===== src/rtl/core/ffa_pkg.sv =====
// shared types and constants of the first-fit free-list allocator
// request and result words, opcodes, controller states and datapath commands
// no dependencies
package ffa_pkg;

	localparam int POOL_BYTES_DEF   = 65536;
	localparam int HEADER_BYTES_DEF = 16;

	typedef enum logic [1:0] {
		OP_ALLOC  = 2'd0,
		OP_FREE   = 2'd1,
		OP_RESIZE = 2'd2,
		OP_NOP    = 2'd3
	} op_e;

	typedef struct packed {
		op_e         opcode;
		logic [15:0] user_address;
		logic [15:0] request_size;
	} req_t;

	typedef struct packed {
		logic [15:0] result_address;
		logic        copy_needed;
		logic [15:0] copy_length;
	} rsp_t;

	typedef enum logic [3:0] {
		ST_INIT,
		ST_IDLE,
		ST_DECODE,
		ST_HDR_WAIT,
		ST_WALK,
		ST_SPLIT_NEW,
		ST_SPLIT_CUR,
		ST_PREV_RD,
		ST_UNLINK,
		ST_REREAD,
		ST_MOVE,
		ST_DONE
	} state_e;

	typedef enum logic [3:0] {
		DP_NOP,
		DP_INIT,
		DP_LOAD,
		DP_READ_H,
		DP_RELEASE,
		DP_KEEP,
		DP_GRANT_START,
		DP_WALK_STEP,
		DP_HIT,
		DP_SPLIT_NEW,
		DP_SPLIT_CUR,
		DP_READ_PREV,
		DP_UNLINK,
		DP_MOVE
	} dp_cmd_e;

	typedef struct packed {
		op_e  op;
		logic ua_zero;
		logic rs_zero;
		logic loc_ok;
		logic fits;
		logic hit;
		logic split;
		logic stop;
		logic prev_ok;
		logic head_v;
	} dp_status_t;

endpackage


===== src/rtl/core/ffa_ctrl.sv =====
// controller state machine of the allocator
// sequences the datapath through decode, list walk, split, unlink, release and move
// depends on ffa_pkg
module ffa_ctrl (
	input  logic                clk,
	input  logic                arst_n,
	input  logic                start,
	input  ffa_pkg::dp_status_t status,
	output ffa_pkg::dp_cmd_e    cmd,
	output logic                busy,
	output logic                done
);

	import ffa_pkg::*;

	state_e state_q, state_d;

	always_ff @(posedge clk or negedge arst_n) begin
		if (!arst_n) begin
			state_q <= ST_INIT;
		end else begin
			state_q <= state_d;
		end
	end

	always_comb begin
		state_d = state_q;
		cmd     = DP_NOP;
		busy    = 1'b1;
		done    = 1'b0;
		unique case (state_q)
			ST_INIT: begin
				cmd     = DP_INIT;
				state_d = ST_IDLE;
			end
			ST_IDLE, ST_DONE: begin
				busy = 1'b0;
				done = (state_q == ST_DONE);
				if (start) begin
					cmd     = DP_LOAD;
					state_d = ST_DECODE;
				end else begin
					state_d = ST_IDLE;
				end
			end
			ST_DECODE: begin
				state_d = ST_DONE;
				unique case (status.op)
					OP_ALLOC: begin
						if (status.head_v) begin
							cmd     = DP_GRANT_START;
							state_d = ST_WALK;
						end
					end
					OP_FREE: begin
						if (!status.ua_zero && status.loc_ok) begin
							cmd     = DP_READ_H;
							state_d = ST_HDR_WAIT;
						end
					end
					OP_RESIZE: begin
						// resize of no area behaves as allocate
						if (status.ua_zero) begin
							if (status.head_v) begin
								cmd     = DP_GRANT_START;
								state_d = ST_WALK;
							end
						end else if (status.loc_ok) begin
							cmd     = DP_READ_H;
							state_d = ST_HDR_WAIT;
						end
					end
					OP_NOP: begin
						state_d = ST_DONE;
					end
					default: begin
						state_d = ST_DONE;
					end
				endcase
			end
			ST_HDR_WAIT: begin
				state_d = ST_DONE;
				if (status.op == OP_FREE || status.rs_zero) begin
					cmd = DP_RELEASE;
				end else if (status.fits) begin
					cmd = DP_KEEP;
				end else if (status.head_v) begin
					cmd     = DP_GRANT_START;
					state_d = ST_WALK;
				end
			end
			ST_WALK: begin
				if (status.hit) begin
					cmd = DP_HIT;
					if (status.split) begin
						state_d = ST_SPLIT_NEW;
					end else if (status.prev_ok) begin
						state_d = ST_PREV_RD;
					end else begin
						state_d = ST_UNLINK;
					end
				end else if (status.stop) begin
					state_d = ST_DONE;
				end else begin
					cmd = DP_WALK_STEP;
				end
			end
			ST_SPLIT_NEW: begin
				cmd     = DP_SPLIT_NEW;
				state_d = ST_SPLIT_CUR;
			end
			ST_SPLIT_CUR: begin
				cmd     = DP_SPLIT_CUR;
				state_d = status.prev_ok ? ST_PREV_RD : ST_UNLINK;
			end
			ST_PREV_RD: begin
				// fresh read of the predecessor so its size is current
				cmd     = DP_READ_PREV;
				state_d = ST_UNLINK;
			end
			ST_UNLINK: begin
				cmd = DP_UNLINK;
				if (status.op == OP_RESIZE && !status.ua_zero) begin
					state_d = ST_REREAD;
				end else begin
					state_d = ST_DONE;
				end
			end
			ST_REREAD: begin
				cmd     = DP_READ_H;
				state_d = ST_MOVE;
			end
			ST_MOVE: begin
				cmd     = DP_MOVE;
				state_d = ST_DONE;
			end
			default: begin
				state_d = ST_IDLE;
			end
		endcase
	end

endmodule


===== config.mk =====
export PLATFORM = sky130hd
export DESIGN_NAME = ffa_ctrl
export DESIGN_NICKNAME = d
export VERILOG_FILES = /design/src/rtl/core/ffa_pkg.sv /design/src/rtl/core/ffa_ctrl.sv
export SDC_FILE = /design/constraint.sdc
export NUM_CORES = 1
export LEC_CHECK = 0
export ABC_AREA = 1
export BUFFER_PORTS_ARGS = -buffer_cell sky130_fd_sc_hd__buf_4
export CAP_MARGIN = 20
export CORE_MARGIN = 1
export CORE_UTILIZATION = 45
export CTS_CLUSTER_SIZE = 30
export DETAILED_ROUTE_END_ITERATION = 10
export PLACE_DENSITY = 0.76
export SLEW_MARGIN = 10
export SYNTH_ARGS = -nofsm -noshare
export SYNTH_HDL_FRONTEND = slang
export SYNTH_SLANG_ARGS = --single-unit

===== constraint.sdc =====
create_clock -name clk -period 1.1 [get_ports clk]
set_input_delay 0.165 -clock clk [delete_from_list [all_inputs] [get_ports clk]]
set_output_delay 0.165 -clock clk [all_outputs]
set_load 0.05 [all_outputs]

==> results by group <==
Status
  – Outcome: finished, violations left
  – Failing checks: setup timing

Synthesis
  – Synth Area in Compound Gates: around a tenth
  – Post-synthesis cell type count: 18
  – Post-Synth Adder-Cell Area: 0%
  – Area leader, netlist: nand2_1
  – Largest family of logic cells by synthesized area: simple AND/OR/NAND/NOR gates
  – Synth top area share: approximately 16%
  – Syn Inst Count: roughly 120
  – Top cells by area, synth: nand2_1, dfrtp_1, nor2_1
  – Seq/Total Area, Yosys: between 10% and 20%
  – Syn_nets: 137
  – Mux contribution to synthesized area: 0%
  – Post-Synth Simple-Gate Area: about 64%
  – Xor/xnor share of the synthesized area: 0%
  – FF+latch count, synth: 4
  – Netlist Area Pre-Place: between 600 and 700 um2
  – Syn_area_per_cell: between 5 and 6 um2
  – Yosys warning count: 0

Layout
  – Final Instance Area: approximately 1200 um2
  – Storage cell area: 103.9 um2
  – Final net count: between 150 and 200
  – Top flop regs: state_q x4
  – Final Util: between 80 and 90%
  – Fillers: 80
  – Largest reg by FF count: state_q
  – Area of the multi-input gates: about 550 um2
  – # diodes: 0
  – Layout cells sized above 1: a little over half
  – Area grow syn2layout: 71.17%
  – Max reg flops: 4

Placement
  – Final HPWL DP: approximately 1700 um
  – Routability cong.: 0.9034
  – Port Buffers: 19
  – Area after DPL: 1005 um2

CTS
  – Sink Count: 4
  – TritonCTS clock tree: done
  – Clock Path Buffers: 2
  – Worst skew pair latency: 0.27 ns
  – Clock transition at path regs: approximately 0.060 ns
  – Num CTS Buffers: 3
  – Clock Tree Root: clkbuf_4
  – Htree depth: 1

Worst hold path
  – HP Class: primary input to asynchronous set/reset pin

Floorplanning
  – Die area: 1684 um2
  – Die Y: between 40 and 50 um
  – Initial Util: 50.18%
  – Cell Rows: 13
  – Core ar.: 1366 um2
  – Die width: roughly 41 um
  – I/O pin count: 20

Detailed routing
  – Via count: around 1,000
  – DRC: 0
  – WL per Instance: approximately 14 um
  – Drt total wl: 2701 um
  – Final ANT Viol Nets: 0
  – Pre-antenna DRT Iters: 5
  – DR iter-0 viols: 49
  – Vias per cell: 5.537

Worst setup path
  – Worst reg2reg path startpoint: state_q[2]$_DFFE_PN0N_
  – Startpoint Class: flop
  – CP Capture Type: primary output
  – CP max FO: 4
  – Crit Path Class: flop to primary output
  – R2R Setup Slk: -0.32 ns
  – CP Capture Point: busy
  – Cells on worst reg2reg path: 10
  – Critical Path RT: between 0.9 and 1 ns
  – Worst path arrival time: 1.54 ns
  – Reg-to-reg endpoint: state_q[3]$_DFFE_PN0N_
  – Critical path origin: state_q[2]$_DFFE_PN0N_

Timing
  – Final hold vios: 0
  – Max Slew Vio Count: 0
  – RSZ-0062 raised after global routing: yes
  – Max Clk Rate: just under 0.6 GHz
  – Final Cycle Share: 154.7%
  – Clk_skew: 0.02479 ns
  – Final min period: 1.701 ns
  – Final setup vio count: 10
  – Worst rel slew slack: 65.01%
  – Worst slew pin tran: approximately 0.52 ns
  – Fin worst setup slack: -0.6014 ns

Global route
  – Vias in the first global route: 883
  – Initial antenna violation count: 0
  – Global-route wire length before repair: around 3600 um
  – GR Util All Layers: a little over a third
  – Gr ovfl total: 0
  – Largest net degree at the start of global routing: 6

Power and ir drop
  – Leak pwr: 0.0006430 uW
  – Power density over the cells: between 3000 and 4000 nW/um2
  – Peak VDD IR: roughly 2200 uV

Run
  – Max_cap viols: 0
-- power breakdown --
part	switching, uW	leakage (uW)	internal (uW)
combinational	1910	0.000583	1260
sequential	118	0.0000450	231
clock	90.9	0.0000150	138
total	2110	0.000643	1630
-- worst min-delay path by stage --
| stage | to | slack [ns] | cells past startpoint |
|---|---|---|---|
| finish | state_q[2]$_DFFE_PN0N_ | 0.23 | 2 |
| global route | state_q[2]$_DFFE_PN0N_ | 0.25 | 2 |
| CTS | state_q[2]$_DFFE_PN0N_ | 0.24 | 2 |
| detailed placement | state_q[2]$_DFFE_PN0N_ | -0.04 | 1 |
| global placement | state_q[2]$_DFFE_PN0N_ | -0.04 | 1 |
| floorplan | state_q[0]$_DFFE_PN0N_ | -0.13 | 0 |
-- per-stage QoR --
stage	total power, uW	TNS, ns	instances	setup slack [ns]	hold WS, ns
global placement	2879	-2.141	176	-0.3146	-0.04010
global route	3946	-5.278	188	-0.6943	0.2467
CTS	3504	-4.042	187	-0.5540	0.2373
finish	3746	-4.568	188	-0.6014	0.2310
floorplan	2024	-1.630	123	-0.4089	-0.1306
detailed placement	2922	-2.457	176	-0.3194	-0.03815
-- worst max-delay path, stage by stage, from the launching register on --
cell	delay (ns)
dfrtp_2	0.46
inv_4	0.10
nand2_2	0.08
inv_2	0.10
nand2_2	0.07
nand2_2	0.08
buf_4	0.11
buf_6	0.08
inv_1	0.04
buf_6	0.14
-- cell families after synthesis --
kind of cell / count (synthesis)
buf+inv: 23
simple gates: 84
compound gates: 12
flops: 4
-- synth_stat cells --
master,instances
nand2_1,29
nor2_1,21
inv_1,18
nand3_1,9
nand2_2,8
a21oi_1,5
inv_2,5
nand4_1,5
dfrtp_1,4
nand2_4,4
nor2_4,4
o21ai_0,4
nand3_2,2
nor3_1,1
nor4_1,1
o211ai_1,1
o21ai_1,1
o22ai_1,1
-- routing by layer --
| layer | global-route usage, % | part of all wire [%] | vias up |
|---|---|---|---|
| li1 | - | - | 490 |
| met1 | 33.98 | 35 | 461 |
| met2 | 63.67 | 49 | 72 |
| met3 | 6.522 | 9.5 | 18 |
| met4 | 25.00 | 6.7 | 0 |
| met5 | 0 | 0 | - |
-- cell type report --
type                            instances  share of cell area (%)
Clock buffer                            4                   2.239
Inverter                               23                   7.996
Multi-Input combinational cell         96                   47.12
Sequential cell                         4                   8.849
Tap cell                               15                   1.599
Timing Repair Buffer                   46                   32.20
-- what timing repair did --
item / CTS / global route
pin swaps: 3 / 10
hold buffers: 1 / 0
endpoints found under the hold margin: 4 / 0
endpoints found under the setup margin: 10 / 10
buffers inserted: 6 / 1
gates resized for setup: 20 / 11
-- layout by cell type, fill, tap and decap left out, drive strengths merged, types with 4 or more instances in the layout --
master and count:
a21oi 5, buf 45, clkbuf 4, dfrtp 4, inv 23, nand2 41, nand3 11, nand4 5
nor2 25, o21ai 5
No activity file was read; power rests on OpenSTA's default activity.
